==> config.mk <==
export PLATFORM = sky130hd
export DESIGN_NAME = tcw_back
export DESIGN_NICKNAME = d
export VERILOG_FILES = /design/src/rtl/tcw_pkg.sv /design/src/rtl/tcw_back.sv
export VERILOG_INCLUDE_DIRS = /design/src /design/src/rtl
export SDC_FILE = /design/constraint.sdc
export NUM_CORES = 1
export LEC_CHECK = 0
export BUFFER_PORTS_ARGS = -buffer_cell sky130_fd_sc_hd__buf_2
export CORE_MARGIN = 2
export CORE_UTILIZATION = 60
export CTS_CLUSTER_SIZE = 30
export DETAILED_ROUTE_END_ITERATION = 6
export PLACE_DENSITY = 0.85
export SYNTH_ARGS = -nofsm -noshare
export SYNTH_HDL_FRONTEND = slang
export SYNTH_SLANG_ARGS = --single-unit
==> constraint.sdc <==
create_clock -name clock -period 10.7 [get_ports clock]
set_input_delay 1.07 -clock clock [delete_from_list [all_inputs] [get_ports clock]]
set_output_delay 1.07 -clock clock [all_outputs]
set_load 0.05 [all_outputs]
==> src/rtl/text_console_writer_core_assert.svh <==
// Assertion macros shared by the console writer modules.
`ifndef TEXT_CONSOLE_WRITER_CORE_ASSERT_SVH
`define TEXT_CONSOLE_WRITER_CORE_ASSERT_SVH

// Check that a condition implies another condition in the same cycle.
`define TCW_ASSERT_NOW(label, pre, post, msg) \
   label: assert property (@(posedge clock) disable iff (reset) (pre) |-> (post)) \
      else $error(msg);

// Check that a condition implies another condition in the next cycle.
`define TCW_ASSERT_NEXT(label, pre, post, msg) \
   label: assert property (@(posedge clock) disable iff (reset) (pre) |=> (post)) \
      else $error(msg);

`endif

==> src/rtl/tcw_pkg.sv <==
// Shared constants, codes and types of the text console writer.
package tcw_pkg;

   // Screen geometry
   localparam int COLUMNS    = 80;
   localparam int ROWS       = 25;
   localparam int CELL_COUNT = COLUMNS * ROWS;
   localparam int ADDR_W     = $clog2(CELL_COUNT);

   // Field widths
   localparam int CMD_W      = 2;
   localparam int CHAR_W     = 8;
   localparam int ROW_W      = 5;
   localparam int COL_W      = 7;
   localparam int CELL_W     = 16;
   localparam int ATTR_W     = 8;
   localparam int COLOR_W    = 4;
   localparam int CSR_IDX_W  = 8;
   localparam int REQ_DATA_W = 24;
   localparam int RSP_DATA_W = 32;

   // Command queue between front and back
   localparam int QUEUE_DEPTH = 2;
   localparam int QPTR_W      = $clog2(QUEUE_DEPTH);
   localparam int QCNT_W      = $clog2(QUEUE_DEPTH + 1);

   // Command codes
   localparam logic [CMD_W-1:0] CMD_PUT   = 2'd0;
   localparam logic [CMD_W-1:0] CMD_CLEAR = 2'd1;
   localparam logic [CMD_W-1:0] CMD_READ  = 2'd2;

   // Special characters and attributes
   localparam logic [CHAR_W-1:0] CH_NEWLINE = 8'd10;
   localparam logic [CHAR_W-1:0] CH_RETURN  = 8'd13;
   localparam logic [CHAR_W-1:0] CH_BLANK   = 8'h20;
   localparam logic [ATTR_W-1:0] RESET_ATTR = 8'h07;

   // Configuration register indexes
   localparam logic [CSR_IDX_W-1:0] CSR_FG = 8'd0;
   localparam logic [CSR_IDX_W-1:0] CSR_BG = 8'd1;
   localparam logic [COLOR_W-1:0]   FG_RESET = 4'd7;
   localparam logic [COLOR_W-1:0]   BG_RESET = 4'd0;

   // Classified operation
   typedef enum logic [2:0] {
      OP_PUT,
      OP_NEWLINE,
      OP_RETURN,
      OP_CLEAR,
      OP_READ,
      OP_NOP
   } op_type;

   // One queued operation
   typedef struct packed {
      op_type             op;
      logic [CHAR_W-1:0]  ch;
      logic [ATTR_W-1:0]  attr;
      logic [ROW_W-1:0]   read_row;
      logic [COL_W-1:0]   read_col;
      logic               read_ok;
   } entry_type;

   // Back end sequencer states
   typedef enum logic [1:0] {
      BK_SWEEP,
      BK_RUN,
      BK_READ
   } back_state_type;

endpackage

==> src/rtl/tcw_back.sv <==
// Back end: cursor, scroll base, cell writes, fill sweeps and the result register.
`include "text_console_writer_core_assert.svh"

module tcw_back (
   input  logic                       clock,
   input  logic                       reset,
   input  logic                       head_valid,
   input  tcw_pkg::entry_type         head_entry,
   output logic                       pop,
   output logic                       init_busy,
   output logic                       ram_wr_en,
   output logic [tcw_pkg::ADDR_W-1:0] ram_wr_addr,
   output logic [tcw_pkg::CELL_W-1:0] ram_wr_data,
   output logic                       ram_rd_en,
   output logic [tcw_pkg::ADDR_W-1:0] ram_rd_addr,
   input  logic [tcw_pkg::CELL_W-1:0] ram_rd_data,
   output logic                       rsp_valid,
   input  logic                       rsp_ready,
   output logic [tcw_pkg::CELL_W-1:0] rsp_cell_value,
   output logic [tcw_pkg::COL_W-1:0]  rsp_cursor_col,
   output logic [tcw_pkg::ROW_W-1:0]  rsp_cursor_row,
   output logic                       rsp_scrolled
);
   import tcw_pkg::*;

   back_state_type      state_ff, state_in;
   logic [ADDR_W-1:0]   sweep_addr_ff, sweep_addr_in;
   logic [ADDR_W-1:0]   sweep_last_ff, sweep_last_in;
   logic [CELL_W-1:0]   blank_ff, blank_in;
   logic [COL_W-1:0]    cur_col_ff, cur_col_in;
   logic [ROW_W-1:0]    cur_row_ff, cur_row_in;
   logic [ROW_W-1:0]    base_ff, base_in;
   logic [ADDR_W-1:0]   base_addr_ff, base_addr_in;
   logic                init_done_ff, init_done_in;
   logic                read_ok_ff, read_ok_in;
   logic                rsp_valid_ff, rsp_valid_in;
   logic [CELL_W-1:0]   cell_ff, cell_in;
   logic [COL_W-1:0]    out_col_ff, out_col_in;
   logic [ROW_W-1:0]    out_row_ff, out_row_in;
   logic                scrolled_ff, scrolled_in;
   logic                rsp_load;
   logic                out_free;
   logic                row_adv;
   logic                scroll;
   logic [ROW_W-1:0]    map_row;
   logic [COL_W-1:0]    map_col;
   logic [ROW_W:0]      row_sum;
   logic [ROW_W-1:0]    phys_row;
   logic [ADDR_W-1:0]   cell_addr;

   assign out_free  = !rsp_valid_ff || rsp_ready;
   assign init_busy = !init_done_ff;

   // Map a logical row onto the rotating store and form the cell address
   always_comb begin
      map_row   = (head_entry.op == OP_READ) ? head_entry.read_row : cur_row_ff;
      map_col   = (head_entry.op == OP_READ) ? head_entry.read_col : cur_col_ff;
      row_sum   = {1'b0, map_row} + {1'b0, base_ff};
      phys_row  = (row_sum >= (ROW_W + 1)'(ROWS)) ? ROW_W'(row_sum - (ROW_W + 1)'(ROWS))
                                                  : ROW_W'(row_sum);
      cell_addr = ADDR_W'(phys_row) * ADDR_W'(COLUMNS) + ADDR_W'(map_col);
   end

   // Sequencer: next state, memory access and result
   always_comb begin
      state_in      = state_ff;
      sweep_addr_in = sweep_addr_ff;
      sweep_last_in = sweep_last_ff;
      blank_in      = blank_ff;
      cur_col_in    = cur_col_ff;
      cur_row_in    = cur_row_ff;
      base_in       = base_ff;
      base_addr_in  = base_addr_ff;
      init_done_in  = init_done_ff;
      read_ok_in    = read_ok_ff;
      ram_wr_en     = 1'b0;
      ram_wr_addr   = sweep_addr_ff;
      ram_wr_data   = blank_ff;
      ram_rd_en     = 1'b0;
      ram_rd_addr   = cell_addr;
      pop           = 1'b0;
      rsp_load      = 1'b0;
      row_adv       = 1'b0;
      scroll        = 1'b0;
      cell_in       = '0;
      out_col_in    = cur_col_ff;
      out_row_in    = cur_row_ff;
      scrolled_in   = 1'b0;

      unique case (state_ff)
         BK_SWEEP: begin
            // Blank one cell per cycle
            ram_wr_en = 1'b1;
            if (sweep_addr_ff == sweep_last_ff) begin
               state_in     = BK_RUN;
               init_done_in = 1'b1;
            end else begin
               sweep_addr_in = sweep_addr_ff + ADDR_W'(1);
            end
         end

         BK_RUN: begin
            if (head_valid && out_free) begin
               pop = 1'b1;
               case (head_entry.op)
                  OP_PUT: begin
                     ram_wr_en   = 1'b1;
                     ram_wr_addr = cell_addr;
                     ram_wr_data = {head_entry.attr, head_entry.ch};
                     if (cur_col_ff == COL_W'(COLUMNS - 1)) begin
                        cur_col_in = '0;
                        row_adv    = 1'b1;
                     end else begin
                        cur_col_in = cur_col_ff + COL_W'(1);
                     end
                  end
                  OP_NEWLINE: begin
                     cur_col_in = '0;
                     row_adv    = 1'b1;
                  end
                  OP_RETURN: begin
                     cur_col_in = '0;
                  end
                  OP_CLEAR: begin
                     cur_col_in    = '0;
                     cur_row_in    = '0;
                     base_in       = '0;
                     base_addr_in  = '0;
                     sweep_addr_in = '0;
                     sweep_last_in = ADDR_W'(CELL_COUNT - 1);
                     blank_in      = {head_entry.attr, CH_BLANK};
                     state_in      = BK_SWEEP;
                  end
                  OP_READ: begin
                     ram_rd_en  = 1'b1;
                     read_ok_in = head_entry.read_ok;
                     state_in   = BK_READ;
                  end
                  default: ;
               endcase

               // Row advance, scrolling by rotating the base row
               if (row_adv) begin
                  if (cur_row_ff == ROW_W'(ROWS - 1)) begin
                     scroll        = 1'b1;
                     sweep_addr_in = base_addr_ff;
                     sweep_last_in = base_addr_ff + ADDR_W'(COLUMNS - 1);
                     blank_in      = {head_entry.attr, CH_BLANK};
                     state_in      = BK_SWEEP;
                     if (base_ff == ROW_W'(ROWS - 1)) begin
                        base_in      = '0;
                        base_addr_in = '0;
                     end else begin
                        base_in      = base_ff + ROW_W'(1);
                        base_addr_in = base_addr_ff + ADDR_W'(COLUMNS);
                     end
                  end else begin
                     cur_row_in = cur_row_ff + ROW_W'(1);
                  end
               end

               if (head_entry.op != OP_READ) begin
                  rsp_load    = 1'b1;
                  out_col_in  = cur_col_in;
                  out_row_in  = cur_row_in;
                  scrolled_in = scroll;
               end
            end
         end

         BK_READ: begin
            // Read data is back; the result slot is free
            rsp_load = 1'b1;
            cell_in  = read_ok_ff ? ram_rd_data : '0;
            state_in = BK_RUN;
         end

         default: state_in = BK_RUN;
      endcase

      rsp_valid_in = rsp_load ? 1'b1 : (rsp_ready ? 1'b0 : rsp_valid_ff);
   end

   // Control state
   always_ff @(posedge clock) begin
      if (reset) begin
         state_ff      <= BK_SWEEP;
         sweep_addr_ff <= '0;
         sweep_last_ff <= ADDR_W'(CELL_COUNT - 1);
         blank_ff      <= {RESET_ATTR, CH_BLANK};
         cur_col_ff    <= '0;
         cur_row_ff    <= '0;
         base_ff       <= '0;
         base_addr_ff  <= '0;
         init_done_ff  <= 1'b0;
         read_ok_ff    <= 1'b0;
         rsp_valid_ff  <= 1'b0;
      end else begin
         state_ff      <= state_in;
         sweep_addr_ff <= sweep_addr_in;
         sweep_last_ff <= sweep_last_in;
         blank_ff      <= blank_in;
         cur_col_ff    <= cur_col_in;
         cur_row_ff    <= cur_row_in;
         base_ff       <= base_in;
         base_addr_ff  <= base_addr_in;
         init_done_ff  <= init_done_in;
         read_ok_ff    <= read_ok_in;
         rsp_valid_ff  <= rsp_valid_in;
      end
   end

   // Result payload
   always_ff @(posedge clock) begin
      if (rsp_load) begin
         cell_ff     <= cell_in;
         out_col_ff  <= out_col_in;
         out_row_ff  <= out_row_in;
         scrolled_ff <= scrolled_in;
      end
   end

   assign rsp_valid      = rsp_valid_ff;
   assign rsp_cell_value = cell_ff;
   assign rsp_cursor_col = out_col_ff;
   assign rsp_cursor_row = out_row_ff;
   assign rsp_scrolled   = scrolled_ff;

   `TCW_ASSERT_NOW(a_cursor_range, 1'b1,
      (cur_col_ff < COL_W'(COLUMNS)) && (cur_row_ff < ROW_W'(ROWS)), "cursor out of range")
   `TCW_ASSERT_NOW(a_no_pop_in_sweep, state_ff == BK_SWEEP, !pop, "item taken during sweep")
   `TCW_ASSERT_NEXT(a_read_then_data, pop && (head_entry.op == OP_READ),
      state_ff == BK_READ, "read not followed by data cycle")
   `TCW_ASSERT_NEXT(a_scroll_fills_row, pop && scroll,
      (state_ff == BK_SWEEP) && (sweep_addr_ff == $past(base_addr_ff)),
      "scroll did not start a row fill")

endmodule

==> metrics.txt <==
Worst Hold Class=flop to flop; I/O pin count=around 120; most used routing layer=met2; Synth Flop Type=dfxtp_1; RD Place Congestion=0.921; number of setup buffers added after CTS=0; Tot Pwr=about 0.90 mW; highest clock rate=between 100 and 150 MHz; met2 global-route usage=0.470; die area=10800 um2; Layout area overhead=13.6%; Final Cell Area=6800 um2; ant diodes=0; most common cell after layout, fill and taps aside=nand2_1; Port Buf Inserts=123; Die Y=between 100 and 150 um; share of cells above drive strength 1=0.200; Crit Path Category=primary input to output port; RR Startpoint=state_ff[1]; Mapped Cells=around 750; total congestion overflow=0; Vias=~5800; Post-synth EDFFs=29; antenna-violating nets left=0; peak supply drop=between 80 and 90 uV; post-CTS sizing=0; Num CTS Buffers=9; Critical Path AT=between 6 and 7 ns; Post-Place Worst Slack=approximately 2.9 ns; clock slew at reported path FFs=0.10 ns; Synth async-reset ratio=0; CP startpoint=head_entry[31]; DP Area=between 6000 and 7000 um2; synth unique cells=58; fin crit share=0.733; TritonCTS clock tree=done; synthesized area=5980 um2; Final Hold Viols=0; final WL=15300 um; worst-path fanout max=11; Area contributors post-synth=dfxtp_1 (24%), edfxtp_1 (15%), nand2_1 (9.9%); setup TNS=0 ns; clock root buffer=clkbuf_8; first-pass GRT wire length=between 20000 and 30000 um; largest area contributor in the synthesized netlist=dfxtp_1; RSZ-0062 raised after global routing=false; final worst setup slack=between 2 and 3 ns; insertion delay to the later sink of the worst-skew pair=0.38 ns; FF+latch count, synth=100; endpoint class of the critical path=output port; Max Buffers Root-to-Sink=2; CTS hold repair buffers=0; status=complete, no violations; DR pass1 iterations=6; PwrDens=about 130 nW/um2; Max Clock Skew=0.00668 ns; # DRC=0; Chip Width=just over 100 um; Post-Synthesis Net Count=a little over 800; H-tree Lvls=3; GR Util met3=0.0589; Pleak=just over 3 nW; post-detail-place hpwl=around 11000 um; MaxCap Viol Count=0; Std-Cell Rows=36; Synth Area per Inst=around 8.0 um2; drt first-iter violations=between 400 and 500; Core Region=roughly 9700 um2; final setup violation count=0; Worst Hold Launch=blank_ff[5]; most frequent cells in the layout=nand2_1 (157), buf_2 (123), dfxtp_1 (71), a21oi_1 (52), nor2_1 (45); top-area cell type share of the netlist area=0.238; worst slew pin tran=roughly 1.1 ns; vias per cell=5.92; largest net degree at the start of global routing=65; CP required=9.63 ns; Final Max Slew Viols=0; Critical Path Source Type=primary input; vias in the first global route=about 5400; drt wl/cell=15.6 um; Total GRT Usage=0.286; clk sink count=100; Fillers=about 800; Slew headroom=0.254; register area share after synthesis=0.383; initial antenna violation count=0; met1 usage=0.365; final net count=slightly above 900; initial cell density of the core=0.615; Period minus WS final=slightly below 8 ns; Ys Warns=0
## power breakdown
group	switching (mW)	internal [mW]	total [mW]	leakage [nW]
sequential	0.0131	0.405	0.419	0.871
clock	0.135	0.101	0.236	0.0965
combinational	0.179	0.0631	0.242	2.08
## sequential cells by signal, summed over array words and instances (netlist names)
register,count
init_done_ff,1
state_ff,2
cur_row_ff,5
cur_col_ff,7
rsp_cursor_row,5
blank_ff,16
rsp_cell_value,16
rsp_valid,1
sweep_addr_ff,11
read_ok_ff,1
base_addr_ff,11
rsp_scrolled,1
sweep_last_ff,11
base_ff,5
rsp_cursor_col,7
## cell families (layout without fill, tap and decap cells)
logic type      Yosys count  count (layout)  share of synthesized area
compound gates          141             141                      0.140
xor+xnor                 36              36                     0.0540
fa+ha+maj                28              28                     0.0623
buf+inv                  67             169                     0.0479
flops                   100             100                      0.383
mux                       9               9                     0.0163
simple gates            367             367                      0.296
## metal layers
layer,up-vias,share of wire
met5,-,0
met1,2708,0.40
met3,53,0.081
met4,0,0.039
met2,276,0.48
li1,2781,-
## worst paths after layout
| path | endpoint | slack [ns] | cells past startpoint |
|---|---|---|---|
| min | blank_ff[5] | 0.46 | 1 |
| max | ram_wr_addr[10] | 2.86 | 21 |
| max reg2reg | base_addr_ff[3] | 6.42 | 9 |
| min reg2reg | blank_ff[5] | 0.46 | 1 |
## Yosys cell counts (9+ instances only)
master,number
nand2_1,157
dfxtp_1,71
a21oi_1,52
nor2_1,45
o21ai_0,38
nor3_1,31
edfxtp_1,29
clkbuf_1,28
and3_1,25
ha_1,25
nand3_1,24
inv_1,23
xnor2_1,18
xor2_1,17
nor2b_1,16
and2_1,13
a31oi_1,10
buf_2,10
or2_2,9
## critical path, stage by stage
cell,delay [ns]
buf_2,0.19
nor3b_1,0.75
nand2_1,0.14
o21ai_0,0.12
ha_1,0.23
inv_1,0.07
fa_1,0.43
xor2_2,0.45
nand2_1,0.15
nor2_1,0.22
o31ai_2,0.16
o21ai_0,0.44
ha_1,0.35
ha_1,0.24
fa_1,0.51
nand3_1,0.15
mux2_2,0.35
o2bb2ai_1,0.25
nand4_1,0.14
nand3_1,0.10
buf_2,0.26
## stage by stage
stage | cells | utilization | hold WS (ns)
final | 983 | 0.699 | 0.461
after global placement | 967 | 0.679 | 0.425
after floorplan | 748 | - | 0.411
after CTS | 983 | 0.699 | 0.458
after global routing | 983 | 0.699 | 0.489
after detailed placement | 967 | 0.679 | 0.433
## cell type report
| class | count | area, um2 | area share |
|---|---|---|---|
| multi-input combinational | 581 | 3410 | 0.501 |
| sequential | 100 | 2290 | 0.337 |
| timing repair buffer | 127 | 646 | 0.0950 |
| tap | 133 | 166 | 0.0245 |
| clock buffer | 12 | 156 | 0.0230 |
| inverter | 26 | 97.6 | 0.0144 |
| clock inverter | 4 | 31.3 | 0.00460 |
No activity file was read; power rests on OpenSTA's default activity.
