--- src/rtl/text_console_writer_core_assert.svh ---
// Assertion macros shared by the console writer modules.
`ifndef TEXT_CONSOLE_WRITER_CORE_ASSERT_SVH
`define TEXT_CONSOLE_WRITER_CORE_ASSERT_SVH

// Check that a condition implies another condition in the same cycle.
`define TCW_ASSERT_NOW(label, pre, post, msg) \
   label: assert property (@(posedge clock) disable iff (reset) (pre) |-> (post)) \
      else $error(msg);

// Check that a condition implies another condition in the next cycle.
`define TCW_ASSERT_NEXT(label, pre, post, msg) \
   label: assert property (@(posedge clock) disable iff (reset) (pre) |=> (post)) \
      else $error(msg);

`endif

--- src/rtl/tcw_pkg.sv ---
// Shared constants, codes and types of the text console writer.
package tcw_pkg;

   // Screen geometry
   localparam int COLUMNS    = 80;
   localparam int ROWS       = 25;
   localparam int CELL_COUNT = COLUMNS * ROWS;
   localparam int ADDR_W     = $clog2(CELL_COUNT);

   // Field widths
   localparam int CMD_W      = 2;
   localparam int CHAR_W     = 8;
   localparam int ROW_W      = 5;
   localparam int COL_W      = 7;
   localparam int CELL_W     = 16;
   localparam int ATTR_W     = 8;
   localparam int COLOR_W    = 4;
   localparam int CSR_IDX_W  = 8;
   localparam int REQ_DATA_W = 24;
   localparam int RSP_DATA_W = 32;

   // Command queue between front and back
   localparam int QUEUE_DEPTH = 2;
   localparam int QPTR_W      = $clog2(QUEUE_DEPTH);
   localparam int QCNT_W      = $clog2(QUEUE_DEPTH + 1);

   // Command codes
   localparam logic [CMD_W-1:0] CMD_PUT   = 2'd0;
   localparam logic [CMD_W-1:0] CMD_CLEAR = 2'd1;
   localparam logic [CMD_W-1:0] CMD_READ  = 2'd2;

   // Special characters and attributes
   localparam logic [CHAR_W-1:0] CH_NEWLINE = 8'd10;
   localparam logic [CHAR_W-1:0] CH_RETURN  = 8'd13;
   localparam logic [CHAR_W-1:0] CH_BLANK   = 8'h20;
   localparam logic [ATTR_W-1:0] RESET_ATTR = 8'h07;

   // Configuration register indexes
   localparam logic [CSR_IDX_W-1:0] CSR_FG = 8'd0;
   localparam logic [CSR_IDX_W-1:0] CSR_BG = 8'd1;
   localparam logic [COLOR_W-1:0]   FG_RESET = 4'd7;
   localparam logic [COLOR_W-1:0]   BG_RESET = 4'd0;

   // Classified operation
   typedef enum logic [2:0] {
      OP_PUT,
      OP_NEWLINE,
      OP_RETURN,
      OP_CLEAR,
      OP_READ,
      OP_NOP
   } op_type;

   // One queued operation
   typedef struct packed {
      op_type             op;
      logic [CHAR_W-1:0]  ch;
      logic [ATTR_W-1:0]  attr;
      logic [ROW_W-1:0]   read_row;
      logic [COL_W-1:0]   read_col;
      logic               read_ok;
   } entry_type;

   // Back end sequencer states
   typedef enum logic [1:0] {
      BK_SWEEP,
      BK_RUN,
      BK_READ
   } back_state_type;

endpackage

--- src/rtl/tcw_front.sv ---
// Front end: takes request items, holds the color registers, classifies commands.
module tcw_front (
   input  logic                           clock,
   input  logic                           reset,
   input  logic                           req_tvalid,
   output logic                           req_tready,
   input  logic [tcw_pkg::CMD_W-1:0]      req_tuser,
   input  logic [tcw_pkg::REQ_DATA_W-1:0] req_tdata,
   input  logic                           csr_valid,
   output logic                           csr_ready,
   input  logic [tcw_pkg::CSR_IDX_W-1:0]  csr_index,
   input  logic [tcw_pkg::COLOR_W-1:0]    csr_data,
   input  logic                           queue_full,
   input  logic                           init_busy,
   output logic                           push,
   output tcw_pkg::entry_type             push_entry
);
   import tcw_pkg::*;

   logic [COLOR_W-1:0] fg_ff, fg_in;
   logic [COLOR_W-1:0] bg_ff, bg_in;
   logic [CMD_W-1:0]   cmd;
   logic [CHAR_W-1:0]  char_code;
   logic [ROW_W-1:0]   read_row;
   logic [COL_W-1:0]   read_col;

   // Unpack request fields
   assign cmd       = req_tuser;
   assign char_code = req_tdata[7:0];
   assign read_row  = req_tdata[12:8];
   assign read_col  = req_tdata[19:13];

   // Color register writes
   assign csr_ready = 1'b1;
   always_comb begin
      fg_in = fg_ff;
      bg_in = bg_ff;
      if (csr_valid && csr_ready) begin
         unique case (csr_index)
            CSR_FG:  fg_in = csr_data;
            CSR_BG:  bg_in = csr_data;
            default: ;
         endcase
      end
   end

   always_ff @(posedge clock) begin
      if (reset) begin
         fg_ff <= FG_RESET;
         bg_ff <= BG_RESET;
      end else begin
         fg_ff <= fg_in;
         bg_ff <= bg_in;
      end
   end

   // Accept while the queue has room and the power-up fill is done
   assign req_tready = !queue_full && !init_busy;
   assign push       = req_tvalid && req_tready;

   // Classify the command
   always_comb begin
      push_entry.ch       = char_code;
      push_entry.attr     = {bg_ff, fg_ff};
      push_entry.read_row = read_row;
      push_entry.read_col = read_col;
      push_entry.read_ok  = (read_row < ROW_W'(ROWS)) && (read_col < COL_W'(COLUMNS));
      unique case (cmd)
         CMD_PUT: begin
            if (char_code == CH_NEWLINE) begin
               push_entry.op = OP_NEWLINE;
            end else if (char_code == CH_RETURN) begin
               push_entry.op = OP_RETURN;
            end else begin
               push_entry.op = OP_PUT;
            end
         end
         CMD_CLEAR: push_entry.op = OP_CLEAR;
         CMD_READ:  push_entry.op = OP_READ;
         default:   push_entry.op = OP_NOP;
      endcase
   end

endmodule

--- config.mk ---
export PLATFORM = sky130hd
export DESIGN_NAME = tcw_front
export DESIGN_NICKNAME = d
export VERILOG_FILES = /design/src/rtl/text_console_writer_core_assert.svh /design/src/rtl/tcw_pkg.sv /design/src/rtl/tcw_front.sv
export SDC_FILE = /design/constraint.sdc
export NUM_CORES = 1
export LEC_CHECK = 0
export BUFFER_PORTS_ARGS = -buffer_cell sky130_fd_sc_hd__buf_2
export CORE_MARGIN = 1.5
export CORE_UTILIZATION = 31
export CTS_CLUSTER_DIAMETER = 200
export DETAILED_ROUTE_END_ITERATION = 8
export PLACE_DENSITY_LB_ADDON = 0.25
export SETUP_SLACK_MARGIN = 0.1
export SLEW_MARGIN = 20
export SYNTH_ARGS = -nofsm -noshare
export SYNTH_HDL_FRONTEND = slang
export SYNTH_SLANG_ARGS = --single-unit
--- constraint.sdc ---
create_clock -name clock -period 1.9 [get_ports clock]
set_input_delay 0.475 -clock clock [delete_from_list [all_inputs] [get_ports clock]]
set_output_delay 0.475 -clock clock [all_outputs]
set_load 0.005 [all_outputs]
==> results of run 1 <==
-- layer usage --
metal	wire length (um)	up-vias	global-route usage (%)
met3	157	2	2.26
met2	725	47	25.9
met1	535	296	11.4
met5	0	-	0
li1	-	328	-
met4	14	0	6.67
-- kinds of logic (layout without fill, tap and decap cells) --
family | after synthesis | after routing | share of synthesized area (%)
AOI/OAI and AO/OA | 10 | 10 | 10.8
buffers and inverters | 24 | 69 | 27.5
DFF | 8 | 8 | 26.1
muxes | 5 | 5 | 8.15
other | 1 | 1 | 0.610
and+or+nand+nor | 25 | 25 | 26.9
-- metrics by stage --
step | util, % | hold slack, ns | setup slack (ns) | instance area, um^2
2_1_floorplan | - | 0.464 | 0.321 | 614
3_3_place_gp | 44.7 | 0.456 | 0.145 | 806
3_5_place_dp | 44.7 | 0.466 | 0.0855 | 806
4_1_cts | 46.3 | 0.473 | 0.158 | 835
5_1_grt | 46.3 | 0.498 | 0.111 | 835
6_report | 46.3 | 0.468 | 0.175 | 835
-- critical path, cell delays in order --
cell	delay, ns
buf_2	0.11
nor4_2	0.32
a31oi_1	0.14
nor2_1	0.09
buf_2	0.12
-- sequential cells by signal, summed over array words and instances, names as in the netlist --
| register | count |
|---|---|
| fg_ff | 4 |
| bg_ff | 4 |
-- path summary, 6_finish.rpt --
kind | startpoint | to | slack (ns) | cells past startpoint
worst max-delay path | req_tdata[5] | push_entry[30] | 0.17 | 5
worst min-delay path | bg_ff[1]$_SDFFE_PP0P_ | bg_ff[1]$_SDFFE_PP0P_ | 0.47 | 2
worst max register to register | fg_ff[1]$_SDFFE_PP1P_ | fg_ff[1]$_SDFFE_PP1P_ | 1.31 | 2
worst min register to register | bg_ff[1]$_SDFFE_PP0P_ | bg_ff[1]$_SDFFE_PP0P_ | 0.47 | 2
-- cells in the mapped netlist --
cell type | number | area (um^2)
o31ai_1 | 3 | 22.5
nor4b_1 | 2 | 17.5
conb_1 | 1 | 3.75
nor3_1 | 1 | 5.00
a31o_2 | 1 | 8.76
nor4_1 | 2 | 12.5
buf_4 | 21 | 158
and3b_1 | 1 | 8.76
or4_4 | 1 | 11.3
or4b_4 | 1 | 13.8
inv_1 | 1 | 3.75
o21ai_0 | 1 | 5.00
a31oi_1 | 1 | 6.26
mux2i_1 | 5 | 50.1
nor3_4 | 1 | 16.3
a21oi_1 | 3 | 15.0
o311ai_1 | 1 | 8.76
nand4_1 | 3 | 18.8
clkbuf_1 | 2 | 7.51
nand2b_1 | 3 | 18.8
and2_1 | 2 | 12.5
dfxtp_1 | 8 | 160
nor2_1 | 8 | 30.0
-- power by group through the flow --
stage                     clock network [mW]  logic (mW)  registers [mW]
after CTS                              0.138      0.0961           0.168
after global placement                     0      0.0925           0.172
after detailed placement                   0      0.0948           0.172
after global routing                   0.143       0.109           0.168
final                                  0.132      0.0954           0.168
after floorplan                            0      0.0582           0.172
-- cell usage in the layout, fill, tap and decap left out, drive strengths merged --
master,Yosys,final
nor4,2,2
conb,1,1
a31oi,1,1
buf,21,65
nor4b,2,2
mux2i,5,5
and3b,1,1
a31o,1,1
and2,2,2
or4,1,1
a21oi,3,3
nand4,3,3
o311ai,1,1
or4b,1,1
clkbuf,2,3
dfxtp,8,8
o31ai,3,3
nor3,2,2
inv,1,1
nand2b,3,3
o21ai,1,1
nor2,8,8
-- final cells by class --
type | instances | area, um^2
Inverter | 1 | 3.75
Multi-Input combinational cell | 41 | 292
Fill cell | 202 | 967
Tap cell | 25 | 31.3
Sequential cell | 8 | 160
Clock buffer | 3 | 22.5
Timing Repair Buffer | 65 | 325
-- what timing repair did --
item / in CTS / in global routing
resized for setup: 1 / 0
hold buffers: 0 / 0
setup endpoints to repair: 1 / 0
==> impl_metrics.tcl, run 1 <==
set metrics [dict create \
    fin_skew_ns 0 \
    place_hpwl_um 1240 \
    switchingPower_mw 0.102 \
    grt_usage_pct 12.7 \
    drt-pass1-iter-count 4 \
    cts_tree "done" \
    fin_crit_ns 1.73 \
    syn-instance-count 73 \
    p_sw_share_pct 25.9 \
    crit_type "in2out" \
    rsz0062_at_grt "no" \
    die_x_um 47.5 \
    critPathLaunchType "primary input" \
    grt_pass1_vias 564 \
    max_freq_ghz 0.580 \
    antennaDiodeCount 0 \
    clkPwrFrac_pct 33.3 \
    p_leak_nw 0.416 \
    io_pins 79 \
    arrival_ns 1.25 \
    cts_buffer_depth 2 \
    dieArea_um2 2260 \
    min_path_type "reg2reg" \
    cts_made_buffers 3 \
    routedWlPerCell_um 10.0 \
    seq_area_frac_synth_pct 26.1 \
    ys.warnings.count 0 \
    start_util_pct 34.1 \
    nets 164 \
    place.port_buffers 65 \
    outcome "finished, final reports clean" \
    worst_skew_pair.late_latency_ns 0.25 \
    synth_fp_nets 117 \
    syn_area_um2 614 \
    grt_max_degree 13 \
    final_hold_viol_count 0 \
    crit_path_end_kind "output pin" \
    report.final.slew_viol_count 0 \
    drtIter0Drc 6 \
    std_cell_rows 15 \
    tns_ns 0 \
    synth_seq_cells 8 \
    htreeDepth 1 \
    place.gp.congestion 0.730 \
    clock_sinks 8 \
    vias 673 \
    p_total_mw 0.395 \
    synth.distinct_cells 23 \
    antenna_found_initial 0 \
    combPwrFrac_pct 24.2 \
    layoutNonFillerInstCount 143 \
    p_seq_share_pct 42.6 \
    chipHeight_um 47.5 \
    p_int_mw 0.293 \
    syn_to_final_growth_pct 35.8 \
    placed_cells 140 \
    vdd_drop_max_uv 426 \
    relSlewSlack_pct 65.0 \
    avgSynthCellArea_um2 8.42 \
    drive_above_1_share_pct 61.9 \
    cts-root-buf "clkbuf_4" \
    finalSetupViolations 0 \
    period_share_pct 90.8 \
    crit_fanout 2 \
    drv_cap 0 \
    core_um2 1800 \
    worst_pin_slew_ns 0.517 \
    ant_nets 0 \
    drc 0 \
    worstPathRequired_ns 1.42 \
    pwr_density_cell_nw_per_um2 473 \
    wl_um 1430 \
    cts.clk_slew.worst_paths_ns 0.05 \
    grt_pass1_wl_um 2020 \
    via_per_inst 4.71 \
    grt_overflow 0 \
    cts_setup_buffers 0 \
]
Note: power is estimated with default switching activity, not from simulation.
==> run 2, diff against run 1 <==
--- a/config.mk
+++ b/config.mk
@@ -12,2 +12,3 @@
 export DETAILED_ROUTE_END_ITERATION = 8
+export HOLD_SLACK_MARGIN = 0.05
 export PLACE_DENSITY_LB_ADDON = 0.25
==> constraint.sdc (replaced) <==
create_clock -name clock -period 1.9 [get_ports clock]
set_input_delay 0.38 -clock clock [delete_from_list [all_inputs] [get_ports clock]]
set_output_delay 0.38 -clock clock [all_outputs]
set_load 0.005 [all_outputs]
==> run 2 against run 1 <==
Critical path depth stayed put; first-iteration DRC count grew to 3.0 times the previous value; global-route usage is 0.11 points lower; critical endpoint unchanged; largest cell class unchanged; largest power group unchanged.
==> impl_metrics.tcl, run 2 (synthesized netlist as in run 1, its figures left out) <==
set metrics [dict create \
    path_cells "buf_2 -> nor4_1 -> a31oi_1 -> nor2_1 -> buf_2" \
    antennaDiodeCount 0 \
    design_area_um2 828 \
    p_leak_nw 0.415 \
    place.port_buffers 65 \
    clock_sinks 8 \
    critPathBufInv 2 \
    r2r_start "bg_ff[1]$_SDFFE_PP0P_" \
    final_hold_viol_count 0 \
    finalSetupViolations 0 \
    setup_ws_ns 0.300 \
    worst_path_max_delay_cell "nor4_1" \
    cpMostUsedCell "buf_2" \
    cts_hold_buf 0 \
    fillers 194 \
    reg2regPathDepth 2 \
    worstHoldPathCells 3 \
    multi_input_area_um2 285 \
    dieArea_um2 2260 \
    worst_skew_pair.late_latency_ns 0.26 \
    p_total_mw 0.395 \
    critPathTopFamily "simple AND/OR/NAND/NOR gates" \
    cts_tree "done" \
    cts_resized 0 \
    fin_skew_ns 0 \
    chipHeight_um 47.5 \
    critPathLaunchType "primary input" \
    cts.clk_slew.worst_paths_ns 0.06 \
    crit_path_end_kind "output pin" \
    nets 164 \
    htreeDepth 1 \
    final_cell_mix "buf_2 (65), nor2_1 (8), dfxtp_1 (8), mux2i_1 (5)" \
    grt_pass1_wl_um 2000 \
    min_path_type "in2reg" \
    tns_ns 0 \
    core_um2 1800 \
    wl_um 1400 \
    cts_made_buffers 3 \
    vdd_drop_max_uv 296 \
    worstReg2RegEnd "bg_ff[1]$_SDFFE_PP0P_" \
    cts_setup_buffers 0 \
    relSlewSlack_pct 65.3 \
    cpPeakStageDelay_ns 0.37 \
    min_to "bg_ff[2]$_SDFFE_PP0P_" \
    worst_setup_path_startpoint "req_tdata[5]" \
    crit_type "in2out" \
    ant_nets 0 \
    cts-root-buf "clkbuf_4" \
    arrival_ns 1.22 \
    period_share_pct 84.2 \
    io_pins 79 \
    fin_crit_ns 1.60 \
    crit_fanout 2 \
    report.final.slew_viol_count 0 \
    final_common_cell "buf_2" \
    grt_pass1_vias 529 \
    start_util_pct 34.1 \
    drv_cap 0 \
    grt_overflow 0 \
    rsz0062_at_grt "no" \
    cts_buffer_depth 2 \
    worstPathRequired_ns 1.52 \
    die_x_um 47.5 \
    max_freq_ghz 0.625 \
    vias 675 \
    worst_pin_slew_ns 0.514 \
    drt-pass1-iter-count 3 \
    syn_to_final_growth_pct 34.8 \
    outcome "finished, final reports clean" \
    routedWlPerCell_um 9.82 \
    grt_max_degree 13 \
    drive_above_1_share_pct 61.0 \
    drtIter0Drc 18 \
    antenna_found_initial 0 \
    r2r_setup_slack_ns 1.28 \
    whs_ns 0.396 \
    seq_area_um2 160 \
    grt_usage_pct 12.6 \
    post-place-ws_ns 0.212 \
    place_hpwl_um 1230 \
    place.gp.congestion 0.751 \
    std_cell_rows 15 \
    hp-start "csr_data[2]" \
    post_dp_cell_area_um2 806 \
    pwr_density_cell_nw_per_um2 477 \
    largestRegisters "bg_ff x4, fg_ff x4" \
    via_per_inst 4.72 \
    drc 0 \
]
==> run 2: changes by cell type in the layout (fill, tap and decap cells not counted) <==
cell	previous run	this run
nor4_2	1	0
nor4_1	1	2
==> run 2: where the power goes <==
group	internal [mW]	switching, mW	total, mW
Combinational	0.0519	0.0419	0.0938
Clock	0.0725	0.0608	0.133
Sequential	0.168	0.000101	0.168
Total	0.292	0.103	0.395
==> run 2: layout make-up <==
| class | count | area share, % |
|---|---|---|
| inverter | 1 | 0.453 |
| multi-input combinational | 41 | 34.4 |
| sequential | 8 | 19.3 |
| clock buffer | 3 | 2.72 |
| timing repair buffer | 65 | 39.3 |
| tap | 25 | 3.78 |
==> run 2: metal layers <==
metal	track usage [%]	routed length (um)	vias to the layer above
met5	0	0	-
met4	6.67	6	0
met3	4.53	163	2
met2	23.2	713	47
met1	12.0	520	294
li1	-	-	332
==> run 2: worst reg2reg max path, delay by kind of cell (launching register included) <==
kind / cells / cell delay [ns]
AOI/OAI and AO/OA: 2 / 0.22
DFF: 1 / 0.33
==> run 2: through the flow <==
stage                     utilization, %  cells
after floorplan                        -     73
after global placement              44.7    140
after detailed placement            44.7    140
after CTS                           46.0    143
after global routing                46.0    143
final                               46.0    143
==> run 2: how the worst max path moves through the flow <==
stage	end	cells past startpoint
after floorplan	fg_ff[0]$_SDFFE_PP1P_	3
final	push_entry[30]	5
after global placement	fg_ff[1]$_SDFFE_PP1P_	4
after detailed placement	fg_ff[2]$_SDFFE_PP1P_	4
after global routing	push_entry[30]	5
after CTS	push_entry[30]	5
==> run 3, diff against run 2 <==
- CORE_UTILIZATION: 31 -> 28
- clock period: 1.9 -> 1.39 ns (I/O delays scaled with it)
==> run 3 against run 2 <==
Clock power increased by 33%; sequential share of layout area is 2.0 points lower; critical endpoint unchanged; register-to-register slack got worse by 0.49 ns; non-clock buffer count rose by 4; critical path type unchanged; via count grew 0.59%; first-iteration DRC count is 61% lower.
==> impl_metrics.tcl, run 3 (synthesized netlist as in run 1, its figures left out) <==
set metrics [dict create \
    chipHeight_um 49.8 \
    crit_fanout 2 \
    cts-root-buf "clkbuf_4" \
    routedWlPerCell_um 10.5 \
    cts_tree "done" \
    vias 679 \
    report.final.slew_viol_count 0 \
    die_x_um 49.8 \
    worst_path_max_delay_cell "nor4_4" \
    crit_type "in2out" \
    final_hold_viol_count 0 \
    p_sw_share_pct 25.4 \
    grt_pass1_wl_um 2460 \
    grt_max_degree 13 \
    drive_above_1_share_pct 64.8 \
    post_dp_cell_area_um2 816 \
    tns_ns 0 \
    largestRegisters "bg_ff x4, fg_ff x4" \
    final_cell_mix "buf_2 (60), nor2_1 (8), dfxtp_1 (8), mux2i_1 (5)" \
    clock_sinks 8 \
    start_util_pct 30.4 \
    syn_to_final_growth_pct 50.1 \
    p_int_mw 0.415 \
    cts.clk_slew.worst_paths_ns 0.06 \
    post-place-ws_ns -0.195 \
    finalSetupViolations 0 \
    switchingPower_mw 0.141 \
    layoutNonFillerInstCount 149 \
    rsz0062_at_grt "yes" \
    min_path_type "in2reg" \
    worstPathRequired_ns 1.11 \
    period_share_pct 92.8 \
    core_um2 2020 \
    critPathBufInv 2 \
    path_cells "buf_8 -> nor4_4 -> a31oi_1 -> nor2_1 -> buf_2" \
    worst_skew_pair.late_latency_ns 0.25 \
    arrival_ns 1.01 \
    ant_nets 0 \
    grt_usage_pct 12.6 \
    via_per_inst 4.56 \
    cts_made_buffers 3 \
    drv_cap 0 \
    drtIter0Drc 7 \
    cts_hold_buf 0 \
    outcome "finished, final reports clean" \
    htreeDepth 1 \
    fin_skew_ns 0 \
    std_cell_rows 16 \
    wl_um 1570 \
    cts_buffer_depth 2 \
    vdd_drop_max_uv 354 \
    place.gp.congestion 0.687 \
    place_hpwl_um 1240 \
    drt-pass1-iter-count 4 \
    drc 0 \
    combPwrFrac_pct 26.9 \
    grt_overflow 0 \
    p_seq_share_pct 41.3 \
    dieArea_um2 2480 \
    setup_ws_ns 0.0994 \
    critPathTopFamily "simple AND/OR/NAND/NOR gates" \
    fin_crit_ns 1.29 \
    nets 168 \
    place.port_buffers 65 \
    max_freq_ghz 0.775 \
    grt_pass1_vias 600 \
    crit_path_end_kind "output pin" \
    final_common_cell "buf_2" \
    p_leak_nw 0.450 \
    cpPeakStageDelay_ns 0.30 \
    antenna_found_initial 0 \
    pwr_density_cell_nw_per_um2 603 \
    placed_cells 143 \
    clkPwrFrac_pct 31.7 \
    critPathLaunchType "primary input" \
    antennaDiodeCount 0 \
    io_pins 79 \
    design_area_um2 922 \
]
## run 3: area by class of cell
class                           count  area, um^2
Fill cell                         221        1100
Timing Repair Buffer               69         390
Multi-Input combinational cell     41         312
Sequential cell                     8         160
Tap cell                           27        33.8
Clock buffer                        3        22.5
Inverter                            1        3.75
## run 3: final timing paths
| kind | from | endpoint | slack, ns | cells past startpoint |
|---|---|---|---|---|
| hold / removal | csr_data[1] | bg_ff[1]$_SDFFE_PP0P_ | 0.30 | 3 |
| hold reg to reg | bg_ff[0]$_SDFFE_PP0P_ | bg_ff[0]$_SDFFE_PP0P_ | 0.46 | 2 |
| setup / recovery | req_tdata[6] | push_entry[30] | 0.1 | 5 |
| setup reg to reg | bg_ff[1]$_SDFFE_PP0P_ | bg_ff[1]$_SDFFE_PP0P_ | 0.79 | 2 |
## run 3: layer usage
| metal | global-route usage, % | routed length [um] | vias up |
|---|---|---|---|
| li1 | - | - | 337 |
| met1 | 13.2 | 602 | 302 |
| met4 | 7.87 | 25 | 0 |
| met2 | 22.4 | 797 | 36 |
| met5 | 0 | 0 | - |
| met3 | 3.03 | 140 | 4 |
## run 3: power by group through the flow
stage                     clock [mW]  sequential (mW)  combinational, mW
after floorplan                    0            0.235             0.0795
after global placement             0            0.235              0.126
after detailed placement           0            0.235              0.129
after CTS                      0.185            0.230              0.137
after global routing           0.196            0.230              0.165
final                          0.177            0.230              0.150
## run 3: metrics by stage
step	hold WS [ns]	util [%]	power, mW
floorplan	0.428	-	0.314
global placement	0.460	40.3	0.361
detailed placement	0.463	40.3	0.364
CTS	0.292	42.9	0.552
global route	0.311	45.6	0.591
finish	0.301	45.6	0.556
## run 3: repair_timing
item / CTS / global route
gates resized for setup: 3 / 8
setup buffers: 1 / 2
pin swaps: 2 / 7
setup endpoints to repair: 6 / 8
## run 3: worst min-delay path: cells and delay by family
family	cells	cell delay (ns)
buf+inv	1	0.11
simple gates	1	0.06
compound gates	1	0.05
